--- config.mk ---
export PLATFORM = sky130hd
export DESIGN_NAME = imu_sensor_frame_unpacker
export DESIGN_NICKNAME = d
export VERILOG_FILES = /design/src/hdl/imu_unpk_pkg.sv /design/src/hdl/imu_unpk_front.sv /design/src/hdl/imu_unpk_back.sv /design/src/hdl/imu_unpk_outq.sv /design/src/hdl/imu_sensor_frame_unpacker.sv
export VERILOG_INCLUDE_DIRS = /design/src /design/src/hdl
export SDC_FILE = /design/constraint.sdc
export NUM_CORES = 1
export LEC_CHECK = 0
export BUFFER_PORTS_ARGS = -buffer_cell sky130_fd_sc_hd__clkbuf_2
export CORE_MARGIN = 2
export CORE_UTILIZATION = 45
export DETAILED_ROUTE_END_ITERATION = 12
export GPL_TIMING_DRIVEN = 0
export SLEW_MARGIN = 15
export SYNTH_ARGS = -nofsm -noshare
export SYNTH_HDL_FRONTEND = slang
export SYNTH_SLANG_ARGS = --single-unit
--- constraint.sdc ---
create_clock -name clk_i -period 10.9 [get_ports clk_i]
set_input_delay 1.635 -clock clk_i [delete_from_list [all_inputs] [get_ports clk_i]]
set_output_delay 1.635 -clock clk_i [all_outputs]
set_load 0.01 [all_outputs]
--- src/hdl/assert_macros.svh ---
// Assertion helpers, clocked on clk_i and held off while rst_ni is low.
`ifndef ASSERT_MACROS_SVH
`define ASSERT_MACROS_SVH

// prop must hold at every clock edge
`define ASSERT_CLK(label, prop, msg) \
  label: assert property (@(posedge clk_i) disable iff (!rst_ni) prop) else $error(msg);

// cond must never be true at a clock edge
`define ASSERT_NEVER(label, cond, msg) \
  label: assert property (@(posedge clk_i) disable iff (!rst_ni) !(cond)) else $error(msg);

`endif

--- src/hdl/imu_unpk_pkg.sv ---
package imu_unpk_pkg;

  localparam int unsigned AddrW    = 5;
  localparam int unsigned InDepth  = 2;
  localparam int unsigned InPtrW   = $clog2(InDepth);
  localparam int unsigned OutDepth = 4;
  localparam int unsigned OutPtrW  = $clog2(OutDepth);
  localparam int unsigned OutCntW  = $clog2(OutDepth + 1);

  localparam logic [7:0]  START_MARK = 8'h3A;
  localparam logic [15:0] CMD_ACK    = 16'h0000;
  localparam logic [15:0] CMD_NACK   = 16'h0001;
  localparam logic [15:0] CMD_DATA   = 16'h0009;
  localparam logic [4:0]  Q_TSTAMP   = 5'd0;
  localparam logic [4:0]  Q_TEMP     = 5'd29;

  // register index (paddr[4:2])
  typedef enum logic [2:0] {
    REG_DEV_ID    = 3'd0,
    REG_DECODE_EN = 3'd1,
    REG_PREC32    = 3'd2,
    REG_RADIANS   = 3'd3,
    REG_MASK      = 3'd4
  } reg_idx_e;

  typedef enum logic [1:0] {
    KIND_VALUE  = 2'd0,
    KIND_STATUS = 2'd1,
    KIND_LINK   = 2'd2
  } kind_e;

  typedef enum logic [1:0] {
    FMT_U32   = 2'd0,
    FMT_I16   = 2'd1,
    FMT_F32   = 2'd2
  } fmt_e;

  typedef enum logic [2:0] {
    ST_REJECTED = 3'd0,
    ST_ACK      = 3'd1,
    ST_NACK     = 3'd2,
    ST_DATA     = 3'd3,
    ST_OTHER    = 3'd4
  } status_e;

  typedef struct packed {
    logic [15:0] dev_id;
    logic        decode_en;
    logic        prec32;
    logic        radians;
    logic [9:0]  mask;
  } cfg_t;

  // classified input item
  typedef struct packed {
    logic       is_tick;
    logic [7:0] rx_byte;
    logic       frame_end;
  } item_t;

  typedef struct packed {
    kind_e       kind;
    logic [4:0]  quantity;
    logic [31:0] value_bits;
    fmt_e        value_format;
    logic [2:0]  decimal_places;
    status_e     frame_status;
    logic        reply_flag;
    logic        last;
  } res_t;

endpackage

--- src/hdl/imu_unpk_front.sv ---
module imu_unpk_front (
  input  logic                clk_i,
  input  logic                rst_ni,
  input  logic                in_valid_i,
  output logic                in_ready_o,
  input  logic                cmd_i,
  input  logic [7:0]          rx_byte_i,
  input  logic                frame_end_i,
  output logic                item_valid_o,
  input  logic                item_pop_i,
  output imu_unpk_pkg::item_t item_o
);

  imu_unpk_pkg::item_t mem_q [imu_unpk_pkg::InDepth];
  logic [imu_unpk_pkg::InPtrW-1:0] wr_q, wr_d, rd_q, rd_d;
  logic [imu_unpk_pkg::InPtrW:0]   cnt_q, cnt_d;
  logic push;
  imu_unpk_pkg::item_t new_item;

  assign in_ready_o   = (cnt_q != (imu_unpk_pkg::InPtrW + 1)'(imu_unpk_pkg::InDepth));
  assign item_valid_o = (cnt_q != '0);
  assign item_o       = mem_q[rd_q];
  assign push         = in_valid_i && in_ready_o;

  always_comb begin
    new_item.is_tick   = cmd_i;
    new_item.rx_byte   = cmd_i ? 8'h00 : rx_byte_i;
    new_item.frame_end = !cmd_i && frame_end_i;
    wr_d  = push ? wr_q + 1'b1 : wr_q;
    rd_d  = item_pop_i ? rd_q + 1'b1 : rd_q;
    cnt_d = cnt_q + {{imu_unpk_pkg::InPtrW{1'b0}}, push}
                  - {{imu_unpk_pkg::InPtrW{1'b0}}, item_pop_i};
  end

  always_ff @(posedge clk_i or negedge rst_ni) begin
    if (!rst_ni) begin
      wr_q  <= '0;
      rd_q  <= '0;
      cnt_q <= '0;
    end else begin
      wr_q  <= wr_d;
      rd_q  <= rd_d;
      cnt_q <= cnt_d;
    end
  end

  always_ff @(posedge clk_i) begin
    if (push) begin
      mem_q[wr_q] <= new_item;
    end
  end

endmodule

--- src/hdl/imu_unpk_back.sv ---
`include "assert_macros.svh"

module imu_unpk_back (
  input  logic                clk_i,
  input  logic                rst_ni,
  input  imu_unpk_pkg::cfg_t  cfg_i,
  input  logic                item_valid_i,
  input  imu_unpk_pkg::item_t item_i,
  input  logic                room_i,
  output logic                item_pop_o,
  output logic [1:0]          res_n_o,
  output imu_unpk_pkg::res_t  res0_o,
  output imu_unpk_pkg::res_t  res1_o
);

  logic [7:0]  pos_q, pos_d;
  logic [31:0] asm_q, asm_d;
  logic [7:0]  id_lo_q, id_lo_d;
  logic [15:0] cmd_q, cmd_d;
  logic        rej_q, rej_d;
  logic [4:0]  qidx_q, qidx_d;
  logic [31:0] link_q, link_d;
  logic        reply_q, reply_d;
  logic        dec_q, dec_d;
  logic [1:0]  ecnt_q, ecnt_d;

  logic [29:1] present;
  logic [4:0]  nxt_slot;
  logic        next_found;

  function automatic logic [3:0] grp_of(input logic [4:0] q);
    logic [3:0] g;
    if (q >= 5'd29)      g = 4'd9;
    else if (q >= 5'd26) g = 4'd8;
    else if (q >= 5'd23) g = 4'd7;
    else if (q >= 5'd19) g = 4'd6;
    else if (q >= 5'd16) g = 4'd5;
    else if (q >= 5'd13) g = 4'd4;
    else if (q >= 5'd10) g = 4'd3;
    else if (q >= 5'd7)  g = 4'd2;
    else if (q >= 5'd4)  g = 4'd1;
    else                 g = 4'd0;
    return g;
  endfunction

  function automatic logic [2:0] decimals_of(input logic [4:0] q, input logic rad);
    logic [2:0] d;
    unique case (grp_of(q))
      4'd0, 4'd1, 4'd8: d = 3'd3;
      4'd2, 4'd3, 4'd4: d = rad ? 3'd2 : 3'd1;
      4'd6:             d = 3'd4;
      4'd7:             d = rad ? 3'd4 : 3'd2;
      default:          d = 3'd2;
    endcase
    return d;
  endfunction

  // slots present in the payload; the temperature slot is always there in int16 mode
  always_comb begin
    for (int k = 1; k <= 29; k++) begin
      present[k] = cfg_i.mask[grp_of(5'(k))];
    end
    present[29] = cfg_i.mask[9] || !cfg_i.prec32;
  end

  always_comb begin
    nxt_slot   = '0;
    next_found = 1'b0;
    for (int k = 29; k >= 1; k--) begin
      if (present[k] && (5'(k) > qidx_q)) begin
        nxt_slot   = 5'(k);
        next_found = 1'b1;
      end
    end
  end

  assign item_pop_o = item_valid_i && room_i;

  always_comb begin
    logic [7:0]  b;
    logic        wide;
    logic        done;
    logic [31:0] full;
    logic [31:0] sx;
    imu_unpk_pkg::status_e st;
    imu_unpk_pkg::res_t    stat;

    b       = item_i.rx_byte;
    pos_d   = pos_q;
    asm_d   = asm_q;
    id_lo_d = id_lo_q;
    cmd_d   = cmd_q;
    rej_d   = rej_q;
    qidx_d  = qidx_q;
    link_d  = link_q;
    reply_d = reply_q;
    dec_d   = dec_q;
    ecnt_d  = ecnt_q;
    res0_o  = '0;
    res1_o  = '0;
    res_n_o = 2'd0;
    wide    = (qidx_q == imu_unpk_pkg::Q_TSTAMP) || cfg_i.prec32;
    done    = wide ? (ecnt_q == 2'd3) : (ecnt_q != 2'd0);
    full    = asm_q | ({24'h0, b} << {ecnt_q, 3'b000});
    sx      = {{16{full[15]}}, full[15:0]};
    st      = imu_unpk_pkg::ST_REJECTED;
    stat    = '0;

    if (item_i.is_tick) begin
      link_d            = link_q + 32'd1;
      res0_o.kind       = imu_unpk_pkg::KIND_LINK;
      res0_o.value_bits = link_d;
      res0_o.last       = 1'b1;
      res_n_o           = 2'd1;
    end else begin
      if (pos_q == 8'd0) begin
        rej_d = (b != imu_unpk_pkg::START_MARK);
      end else if (pos_q == 8'd1) begin
        id_lo_d = b;
      end else if (pos_q == 8'd2) begin
        if ({b, id_lo_q} != cfg_i.dev_id) rej_d = 1'b1;
      end else if (pos_q == 8'd3) begin
        cmd_d = {8'h00, b};
      end else if (pos_q == 8'd4) begin
        cmd_d = {b, cmd_q[7:0]};
        if (!rej_q) begin
          link_d = '0;
          if (cmd_d == imu_unpk_pkg::CMD_ACK) begin
            reply_d = 1'b1;
          end else if (cmd_d == imu_unpk_pkg::CMD_NACK) begin
            reply_d = 1'b0;
          end else if (cmd_d == imu_unpk_pkg::CMD_DATA && cfg_i.decode_en) begin
            dec_d  = 1'b1;
            qidx_d = '0;
            ecnt_d = '0;
            asm_d  = '0;
          end
        end
      end else if (pos_q >= 8'd7 && dec_q) begin
        if (done) begin
          if (qidx_q == imu_unpk_pkg::Q_TSTAMP) begin
            res0_o.kind       = imu_unpk_pkg::KIND_VALUE;
            res0_o.value_bits = full;
            res0_o.last       = 1'b1;
            res_n_o           = 2'd1;
          end else if (cfg_i.prec32) begin
            res0_o.kind         = imu_unpk_pkg::KIND_VALUE;
            res0_o.quantity     = qidx_q;
            res0_o.value_bits   = full;
            res0_o.value_format = imu_unpk_pkg::FMT_F32;
            res0_o.last         = 1'b1;
            res_n_o             = 2'd1;
          end else if (qidx_q != imu_unpk_pkg::Q_TEMP || cfg_i.mask[9]) begin
            res0_o.kind           = imu_unpk_pkg::KIND_VALUE;
            res0_o.quantity       = qidx_q;
            res0_o.value_bits     = sx;
            res0_o.value_format   = imu_unpk_pkg::FMT_I16;
            res0_o.decimal_places = decimals_of(qidx_q, cfg_i.radians);
            res0_o.last           = 1'b1;
            res_n_o               = 2'd1;
          end
          asm_d  = '0;
          ecnt_d = '0;
          if (next_found) qidx_d = nxt_slot;
          else            dec_d  = 1'b0;
        end else begin
          asm_d  = full;
          ecnt_d = ecnt_q + 2'd1;
        end
      end

      if (pos_q != 8'hFF) pos_d = pos_q + 8'd1;

      if (item_i.frame_end) begin
        if (rej_d || pos_q < 8'd4)                  st = imu_unpk_pkg::ST_REJECTED;
        else if (cmd_d == imu_unpk_pkg::CMD_ACK)    st = imu_unpk_pkg::ST_ACK;
        else if (cmd_d == imu_unpk_pkg::CMD_NACK)   st = imu_unpk_pkg::ST_NACK;
        else if (cmd_d == imu_unpk_pkg::CMD_DATA)   st = imu_unpk_pkg::ST_DATA;
        else                                        st = imu_unpk_pkg::ST_OTHER;
        stat.kind         = imu_unpk_pkg::KIND_STATUS;
        stat.frame_status = st;
        stat.reply_flag   = reply_d;
        stat.last         = 1'b1;
        if (res_n_o == 2'd0) begin
          res0_o  = stat;
          res_n_o = 2'd1;
        end else begin
          res0_o.last = 1'b0;
          res1_o      = stat;
          res_n_o     = 2'd2;
        end
        // back to the start of a frame
        pos_d   = '0;
        asm_d   = '0;
        id_lo_d = '0;
        cmd_d   = '0;
        rej_d   = 1'b0;
        qidx_d  = '0;
        dec_d   = 1'b0;
        ecnt_d  = '0;
      end
    end
  end

  always_ff @(posedge clk_i or negedge rst_ni) begin
    if (!rst_ni) begin
      pos_q   <= '0;
      asm_q   <= '0;
      id_lo_q <= '0;
      cmd_q   <= '0;
      rej_q   <= 1'b0;
      qidx_q  <= '0;
      link_q  <= '0;
      reply_q <= 1'b0;
      dec_q   <= 1'b0;
      ecnt_q  <= '0;
    end else if (item_pop_o) begin
      pos_q   <= pos_d;
      asm_q   <= asm_d;
      id_lo_q <= id_lo_d;
      cmd_q   <= cmd_d;
      rej_q   <= rej_d;
      qidx_q  <= qidx_d;
      link_q  <= link_d;
      reply_q <= reply_d;
      dec_q   <= dec_d;
      ecnt_q  <= ecnt_d;
    end
  end

  `ASSERT_CLK(a_dec_after_hdr, dec_q |-> (pos_q >= 8'd5), "decode active inside frame header")
  `ASSERT_CLK(a_ecnt_idle, !dec_q |-> (ecnt_q == 2'd0), "partial element while not decoding")
  `ASSERT_NEVER(a_qidx_range, qidx_q > imu_unpk_pkg::Q_TEMP, "quantity index out of range")

endmodule

--- src/hdl/imu_unpk_outq.sv ---
`include "assert_macros.svh"

module imu_unpk_outq (
  input  logic               clk_i,
  input  logic               rst_ni,
  input  logic               push_en_i,
  input  logic [1:0]         push_n_i,
  input  imu_unpk_pkg::res_t res0_i,
  input  imu_unpk_pkg::res_t res1_i,
  output logic               room_o,
  output logic               out_valid_o,
  input  logic               out_ready_i,
  output imu_unpk_pkg::res_t res_o
);

  imu_unpk_pkg::res_t mem_q [imu_unpk_pkg::OutDepth];
  logic [imu_unpk_pkg::OutPtrW-1:0] wr_q, wr_d, rd_q, rd_d;
  logic [imu_unpk_pkg::OutCntW-1:0] cnt_q, cnt_d;
  logic [imu_unpk_pkg::OutCntW-1:0] n_in;
  logic pop;

  // room for the two results one item can cause
  assign room_o      = (cnt_q <= imu_unpk_pkg::OutCntW'(imu_unpk_pkg::OutDepth - 2));
  assign out_valid_o = (cnt_q != '0);
  assign res_o       = mem_q[rd_q];
  assign pop         = out_valid_o && out_ready_i;
  assign n_in        = push_en_i ? imu_unpk_pkg::OutCntW'(push_n_i) : '0;

  always_comb begin
    wr_d  = wr_q + imu_unpk_pkg::OutPtrW'(n_in);
    rd_d  = pop ? rd_q + 1'b1 : rd_q;
    cnt_d = cnt_q + n_in - {{(imu_unpk_pkg::OutCntW-1){1'b0}}, pop};
  end

  always_ff @(posedge clk_i or negedge rst_ni) begin
    if (!rst_ni) begin
      wr_q  <= '0;
      rd_q  <= '0;
      cnt_q <= '0;
    end else begin
      wr_q  <= wr_d;
      rd_q  <= rd_d;
      cnt_q <= cnt_d;
    end
  end

  always_ff @(posedge clk_i) begin
    if (n_in != '0) begin
      mem_q[wr_q] <= res0_i;
    end
    if (n_in == imu_unpk_pkg::OutCntW'(2)) begin
      mem_q[wr_q + 1'b1] <= res1_i;
    end
  end

  `ASSERT_NEVER(a_cnt_max, cnt_q > imu_unpk_pkg::OutCntW'(imu_unpk_pkg::OutDepth), "result queue count over depth")
  `ASSERT_CLK(a_no_ovf, (n_in != '0) |-> room_o, "results pushed without room")

endmodule

--- src/hdl/imu_sensor_frame_unpacker.sv ---
// Channel   | Handshake                | Payload
// ----------+--------------------------+--------------------------------------------
// input     | in_valid_i / in_ready_o  | cmd_i, rx_byte_i, frame_end_i
// result    | out_valid_o / out_ready_i| kind_o, quantity_o, value_bits_o, ...
// config    | psel/penable/pwrite      | paddr, pwdata, prdata (pready tied high)
//
// One item per cycle sustained while the result queue has room; the back end
// handles each popped item combinationally, and results are registered in the
// output queue. An item causing two results (last element plus frame status)
// pushes both together; the queue drains one per cycle while out_ready_i is high.
// The back end stalls while the 4-entry result queue has fewer than two free
// entries; the 2-entry input queue then fills and in_ready_o drops.
// Reset clears queues, frame state, link counter and reply flag; config goes to
// its defaults.
module imu_sensor_frame_unpacker (
  input  logic                           clk_i,
  input  logic                           rst_ni,
  input  logic                           in_valid_i,
  output logic                           in_ready_o,
  input  logic                           cmd_i,
  input  logic [7:0]                     rx_byte_i,
  input  logic                           frame_end_i,
  output logic                           out_valid_o,
  input  logic                           out_ready_i,
  output logic [1:0]                     kind_o,
  output logic [4:0]                     quantity_o,
  output logic [31:0]                    value_bits_o,
  output logic [1:0]                     value_format_o,
  output logic [2:0]                     decimal_places_o,
  output logic [2:0]                     frame_status_o,
  output logic                           reply_flag_o,
  output logic                           last_o,
  input  logic                           psel,
  input  logic                           penable,
  input  logic                           pwrite,
  input  logic [imu_unpk_pkg::AddrW-1:0] paddr,
  input  logic [31:0]                    pwdata,
  output logic [31:0]                    prdata,
  output logic                           pready
);

  imu_unpk_pkg::cfg_t  cfg_q, cfg_d;
  imu_unpk_pkg::item_t item;
  imu_unpk_pkg::res_t  res0, res1, res_out;
  imu_unpk_pkg::reg_idx_e ridx;
  logic       item_valid, item_pop, room;
  logic [1:0] res_n;
  logic       wr_en;

  assign pready = 1'b1;
  assign ridx   = imu_unpk_pkg::reg_idx_e'(paddr[imu_unpk_pkg::AddrW-1:2]);
  assign wr_en  = psel && penable && pwrite && pready;

  always_comb begin
    cfg_d = cfg_q;
    if (wr_en) begin
      unique case (ridx)
        imu_unpk_pkg::REG_DEV_ID:    cfg_d.dev_id    = pwdata[15:0];
        imu_unpk_pkg::REG_DECODE_EN: cfg_d.decode_en = pwdata[0];
        imu_unpk_pkg::REG_PREC32:    cfg_d.prec32    = pwdata[0];
        imu_unpk_pkg::REG_RADIANS:   cfg_d.radians   = pwdata[0];
        imu_unpk_pkg::REG_MASK:      cfg_d.mask      = pwdata[9:0];
        default: ;
      endcase
    end
  end

  always_comb begin
    unique case (ridx)
      imu_unpk_pkg::REG_DEV_ID:    prdata = {16'h0, cfg_q.dev_id};
      imu_unpk_pkg::REG_DECODE_EN: prdata = {31'h0, cfg_q.decode_en};
      imu_unpk_pkg::REG_PREC32:    prdata = {31'h0, cfg_q.prec32};
      imu_unpk_pkg::REG_RADIANS:   prdata = {31'h0, cfg_q.radians};
      imu_unpk_pkg::REG_MASK:      prdata = {22'h0, cfg_q.mask};
      default:                     prdata = '0;
    endcase
  end

  always_ff @(posedge clk_i or negedge rst_ni) begin
    if (!rst_ni) begin
      cfg_q.dev_id    <= 16'd1;
      cfg_q.decode_en <= 1'b0;
      cfg_q.prec32    <= 1'b1;
      cfg_q.radians   <= 1'b1;
      cfg_q.mask      <= '0;
    end else begin
      cfg_q <= cfg_d;
    end
  end

  imu_unpk_front u_front (
    .clk_i       (clk_i),
    .rst_ni      (rst_ni),
    .in_valid_i  (in_valid_i),
    .in_ready_o  (in_ready_o),
    .cmd_i       (cmd_i),
    .rx_byte_i   (rx_byte_i),
    .frame_end_i (frame_end_i),
    .item_valid_o(item_valid),
    .item_pop_i  (item_pop),
    .item_o      (item)
  );

  imu_unpk_back u_back (
    .clk_i       (clk_i),
    .rst_ni      (rst_ni),
    .cfg_i       (cfg_q),
    .item_valid_i(item_valid),
    .item_i      (item),
    .room_i      (room),
    .item_pop_o  (item_pop),
    .res_n_o     (res_n),
    .res0_o      (res0),
    .res1_o      (res1)
  );

  imu_unpk_outq u_outq (
    .clk_i      (clk_i),
    .rst_ni     (rst_ni),
    .push_en_i  (item_pop),
    .push_n_i   (res_n),
    .res0_i     (res0),
    .res1_i     (res1),
    .room_o     (room),
    .out_valid_o(out_valid_o),
    .out_ready_i(out_ready_i),
    .res_o      (res_out)
  );

  assign kind_o           = res_out.kind;
  assign quantity_o       = res_out.quantity;
  assign value_bits_o     = res_out.value_bits;
  assign value_format_o   = res_out.value_format;
  assign decimal_places_o = res_out.decimal_places;
  assign frame_status_o   = res_out.frame_status;
  assign reply_flag_o     = res_out.reply_flag;
  assign last_o           = res_out.last;

endmodule
======== After elaboration in Yosys (flattened, before gate mapping) ========
Memories as Yosys holds them, arrays and structs flattened.
Index checks and enable logic that the tools add are counted.
word-level totals
  memory bits (writable) .................. 216
  ROM bits ................................ 0
  latch bits .............................. 0
  register bits ........................... 146
  memories ................................ 2
  output and inout bits ................... 84
  word-level logic and storage cells ...... 430
cells by class
  order comparisons ....................... 41
  reductions and logical operators ........ 74
  div/mod/pow operators ................... 0
  add/sub/neg operators ................... 12
  shift operators ......................... 1
  bitwise logic cells ..................... 2
  $mul .................................... 0
  muxes and demuxes ....................... 237
  eq/ne operators ......................... 40
memories
  memory         words  width  rd ports  clocked after memory_dff  write ports  RTL line              RTL
  u_outq.mem_q   4      49     1         0                         2            imu_unpk_outq.sv:16   imu_unpk_pkg::res_t mem_q [imu_unpk_pkg::OutDepth];
  u_front.mem_q  2      10     1         0                         1            imu_unpk_front.sv:14  imu_unpk_pkg::item_t mem_q [imu_unpk_pkg::InDepth];
operators by type and width
  kind                   count
  $mux 44                17
  $mux 32                21
  $mux 5                 45
  $mux 49                3
  $mux 16                7
  $mux 48                2
  $pmux 16 s5            1
  $mux 1                 77
  $mux 4                 19
  $gt 5x5->1 const A     14
  $mux 2                 29
  $mux 8                 6
  $mux 42                1
  $mux 41                1
  $gt 4x5->1 const A     8
  $logic_and 1x1->1      37
  $add 32x1->32 const B  1
  $eq 16x1->1 const B    2
  $eq 16x4->1 const B    2
  $logic_not 16->1       2
  $or 32x32->32          1
  $shl 8x5->32           1
  $reduce_and 13->1      2
  $ge 5x5->1 const B     5
  other kinds (52)       103

======== Depth between registers and ports, before layout ========
  depth after elaboration ................. 47
  depth in mapped cells ................... 16
  depth with buffers taken out ............ 13

======== Modules after synthesis ========
Synthesis repeated with hierarchy kept, for this count alone.
unflattened totals
  cell total of the unflattened synthesis .. 1613
  area, all modules ....................... 19896.6 um^2
modules (own cells, without submodules)
  module                     times used  cells each  area an instance (um^2)  sequential area each (um^2)
  imu_unpk_outq              1           521         9884.5                   6060.8
  imu_unpk_back              1           912         7467.2                   2652.5
  imu_sensor_frame_unpacker  1           123         1565.3                   729.4
  imu_unpk_front             1           57          979.7                    700.7

======== Worst setup path before layout ========
Ideal clock, no wire load.
  path type ............................... input-to-output
  start point ............................. input paddr[4] (netlist bit)
  end point ............................... output prdata[1]
  buffers on the path ..................... 2
  slack ................................... 6681 ps
  required time ........................... 9265 ps
  arrival ................................. 2584 ps
  stages .................................. 4
  cells stage by stage .................... clkbuf_1 -> buf_1 -> mux2i_1 -> nor2_1
between the ends
  word-level cells in the longest chain between the ends .. 2
  elaborated cells on any way between the ends .. 6
  classes of those cells .................. eq/ne: 4; mux: 1; reduce/logical: 1
RTL lines
  item                                      RTL line                         RTL
  start: declaration                        imu_sensor_frame_unpacker.sv:36  input logic [imu_unpk_pkg::AddrW-1:0] paddr,
  $eq 3x3->1, or another cell as far along  imu_sensor_frame_unpacker.sv:69  unique case (ridx)
  $pmux 16 s5 (*)                           imu_sensor_frame_unpacker.sv:69
  end: declaration                          imu_sensor_frame_unpacker.sv:38  output logic [31:0] prdata,
Mark *: on every way between the ends. The rest lies on a longest branch, timed or not.

==> metrics.txt <==
status=completed; LEAKAGE=7.95 nW; cells along the critical path=nor4_2 > a21oi_1 > mux2_2 > nand2_1 > inv_1 > ha_1 > nand3b_1 > nand3_1 > buf_2 > and2_1 > clkbuf_1 > buf_2 > inv_1; skew final=0.0241 ns; min-delay worst type=reg -> reg; CTS tree=done; layout cell share with drive strength beyond 1=17.1%; post-route ant nets=0; hold_buf cts=0; Worst-Skew Late Latency=0.57 ns; Fin Hold WS=roughly 0.45 ns; Clock Tree Buf Depth=3; Total GRT Usage=25.8%; pin count of the biggest net entering global routing=78; Layout fillers=3574; core outline area=38600 um2; Clock Tree Root=clkbuf_16; mean post-synth cell area=9.99 um2; Slew headroom=16.9%; clock sinks=362; P&R area growth vs syn=14.7%; Seq/Total Area, Yosys=47.9%; reg-to-reg startpoint=u_back.qidx_q[0]; worst-margin pin slew=1.21 ns; H-tree depth=2; number of synthesized flops with an enable pin=44; Post-Syn Instances=1760; Final #Nets=1990; pwr dens=243 nW/um2; post-synthesis instance area=17600 um2; crit path capture type=flop; Crit. Startpoint=u_back.qidx_q[0]; Pre-Repair DR Iteration Count=6; Setup CP Type=reg -> reg; slowest stage delay, CP=0.61 ns; most common cell after layout, fill and taps aside=o21ai_0; Avg Vias per Cell=5.98; CP required=about 11 ns; initial antenna violation count=0; Arr. time, crit path=5.05 ns; met2 usage=between 40 and 50%; vias in the first global route=14300; first-pass GRT wire length=82600 um; synth unique cells=87; Worst Setup EP=u_outq.mem_q[1][1]; Initial Util=45.5%; Tmin final=4.79 ns; CP Launch Type=flop; Max IR drop VDD=136 uV; Slowest-stage cell, CP=nor4_2; residual DRC count=0; reg2reg end=u_outq.mem_q[1][1]; max-cap violations=0; top-area cell type share of the netlist area=20.3%; r2r setup slk=between 6 and 7 ns; Synth Warn #=0; wire per inst=21.4 um; total wire length=between 50000 and 60000 um; Final Hold Fails=0; Die Height=between 200 and 250 um; width of the die=202 um; Starting DRT DRC Count=approximately 1400; DP Wirelength=37700 um; num ports=138; unrepaired setup endpoints after global routing=no; antenna cell count=0; period utilization=between 40% and 50%; Power Total=4.91 mW; Top FF cell, synth=dfxtp_1; total global routing overflow=0; Die ar.=40700 um2; worst-path maximum fanout=10; Rows=72; flops & latches, synth=362; highest-count cells in the layout ignoring fill and taps=o21ai_0 (189), dfxtp_1 (172), nor2_1 (147); asr flop ratio synth=40.3%; clock transition at the registers of the reported paths=0.06 ns; met3 Usage GRT=roughly 4.0%; via count=around 15000; GR peak layer=met2; fin area=20200 um2; Synth area leader=dfrtp_1; worst r2r path cells=13; register area=8420 um2; final setup vio count=0; Setup TNS=0 ns; Area after DPL=18900 um2; # Post-CTS Setup Buffers=0; area of the multi-input gates=8450 um2; Inserted Clock Buffers=41; M1 GR Usage=36.2%; GP Congestion=0.878; cts repair resizes=0; Achievable Freq=0.209 GHz; PortBufs=roughly 100; max-slew violation count=0; Synth area leaders=dfrtp_1 (20%), dfxtp_1 (20%), edfxtp_1 (7.5%), mux4_2 (6.3%), o21ai_0 (5.4%)
==> state kept, by name (all words and copies together), names as in the netlist, 5 cells and up <==
name,cells
u_back.link_q,32
u_back.qidx_q,5
u_back.asm_q,32
u_back.pos_q,8
u_outq.mem_q,196
cfg_q,29
u_back.id_lo_q,8
u_front.mem_q,20
u_back.cmd_q,16
==> layout make-up <==
class | instances | share of cell area [%]
multi-input combinational | 1238 | 41.9
tap | 518 | 3.21
sequential | 362 | 41.8
clock inverter | 18 | 0.738
buffer | 144 | 3.40
clock buffer | 57 | 5.74
timing repair buffer | 102 | 2.69
inverter | 31 | 0.577
==> worst max-delay path: cells and delay by family (launching register included) <==
| family | cells | cell delay (ns) |
|---|---|---|
| buffers and inverters | 5 | 1.33 |
| muxes | 1 | 0.39 |
| and+or+nand+nor | 5 | 1.73 |
| AOI/OAI and AO/OA | 1 | 0.24 |
| DFF | 1 | 0.49 |
| adders and majority gates | 1 | 0.30 |
==> through the flow <==
stage	utilization [%]	instances	setup slack, ns
3_5_place_dp	48.8	2395	6.24
3_3_place_gp	48.6	2394	5.46
6_report	52.2	2470	6.11
2_1_floorplan	-	1775	6.68
4_1_cts	52.2	2470	6.21
5_1_grt	52.2	2470	5.91
==> cell families (layout without fill, tap and decap cells) <==
| group | count (synthesis) | in the layout | share of synthesized area, % |
|---|---|---|---|
| other | 2 | 17 | 0.0427 |
| AO/OA/AOI/OAI | 449 | 449 | 16.7 |
| adder cells (fa/ha/maj) | 16 | 16 | 1.18 |
| AND/OR/NAND/NOR | 585 | 585 | 16.5 |
| multiplexers | 112 | 112 | 10.2 |
| buffers and inverters | 175 | 352 | 4.56 |
| flip-flops | 362 | 362 | 47.9 |
| XOR/XNOR | 59 | 59 | 2.94 |
==> where the power goes <==
part | total [mW] | internal [mW] | switching [mW]
Clock | 1.35 | 0.773 | 0.578
Sequential | 1.69 | 1.56 | 0.134
Combinational | 1.86 | 0.606 | 1.26
Total | 4.91 | 2.94 | 1.97
==> metal layers <==
metal  share of wire, %  up-vias  routed length, um
li1                   -     6784                  -
met1                 45     7374              23600
met2                 47      529              24800
met3                6.2       78               3280
met4                2.3        0               1210
met5                  0        -                  0
==> synth_stat cells, drive strengths merged, types with 5 or more instances <==
cell,n
edfxtp,44
nand3,114
o211ai,6
dfrtp,143
o21ai,194
o22ai,8
nand2b,13
nor2,147
a31oi,39
o31ai,18
buf,68
dfxtp,172
mux2,36
a22oi,6
inv,31
mux4,49
clkbuf,76
nor3,38
nand4,28
nor4,22
ha,15
mux2i,27
a2bb2oi,6
or2,5
o21a,7
and2,16
a221o,10
and4,6
a21oi,39
xnor2,44
nand2,128
a32oi,6
or3,16
nor2b,18
xor2,15
a21o,5
o2bb2ai,10
a22o,57
and3,19
==> how the worst min path moves through the flow <==
stage	to	slack (ns)	start	cells after the start
detailed placement	u_outq.mem_q[3][48]	0.43	u_outq.mem_q[3][48]	2
finish	u_outq.mem_q[1][48]	0.45	u_outq.mem_q[1][48]	2
floorplan	u_outq.mem_q[2][48]	0.42	u_outq.mem_q[2][48]	2
global placement	u_outq.mem_q[1][48]	0.43	u_outq.mem_q[1][48]	2
global route	u_outq.mem_q[1][48]	0.46	u_outq.mem_q[1][48]	2
CTS	u_outq.mem_q[2][48]	0.45	u_outq.mem_q[2][48]	2
Power figures use the tool's default switching activity.
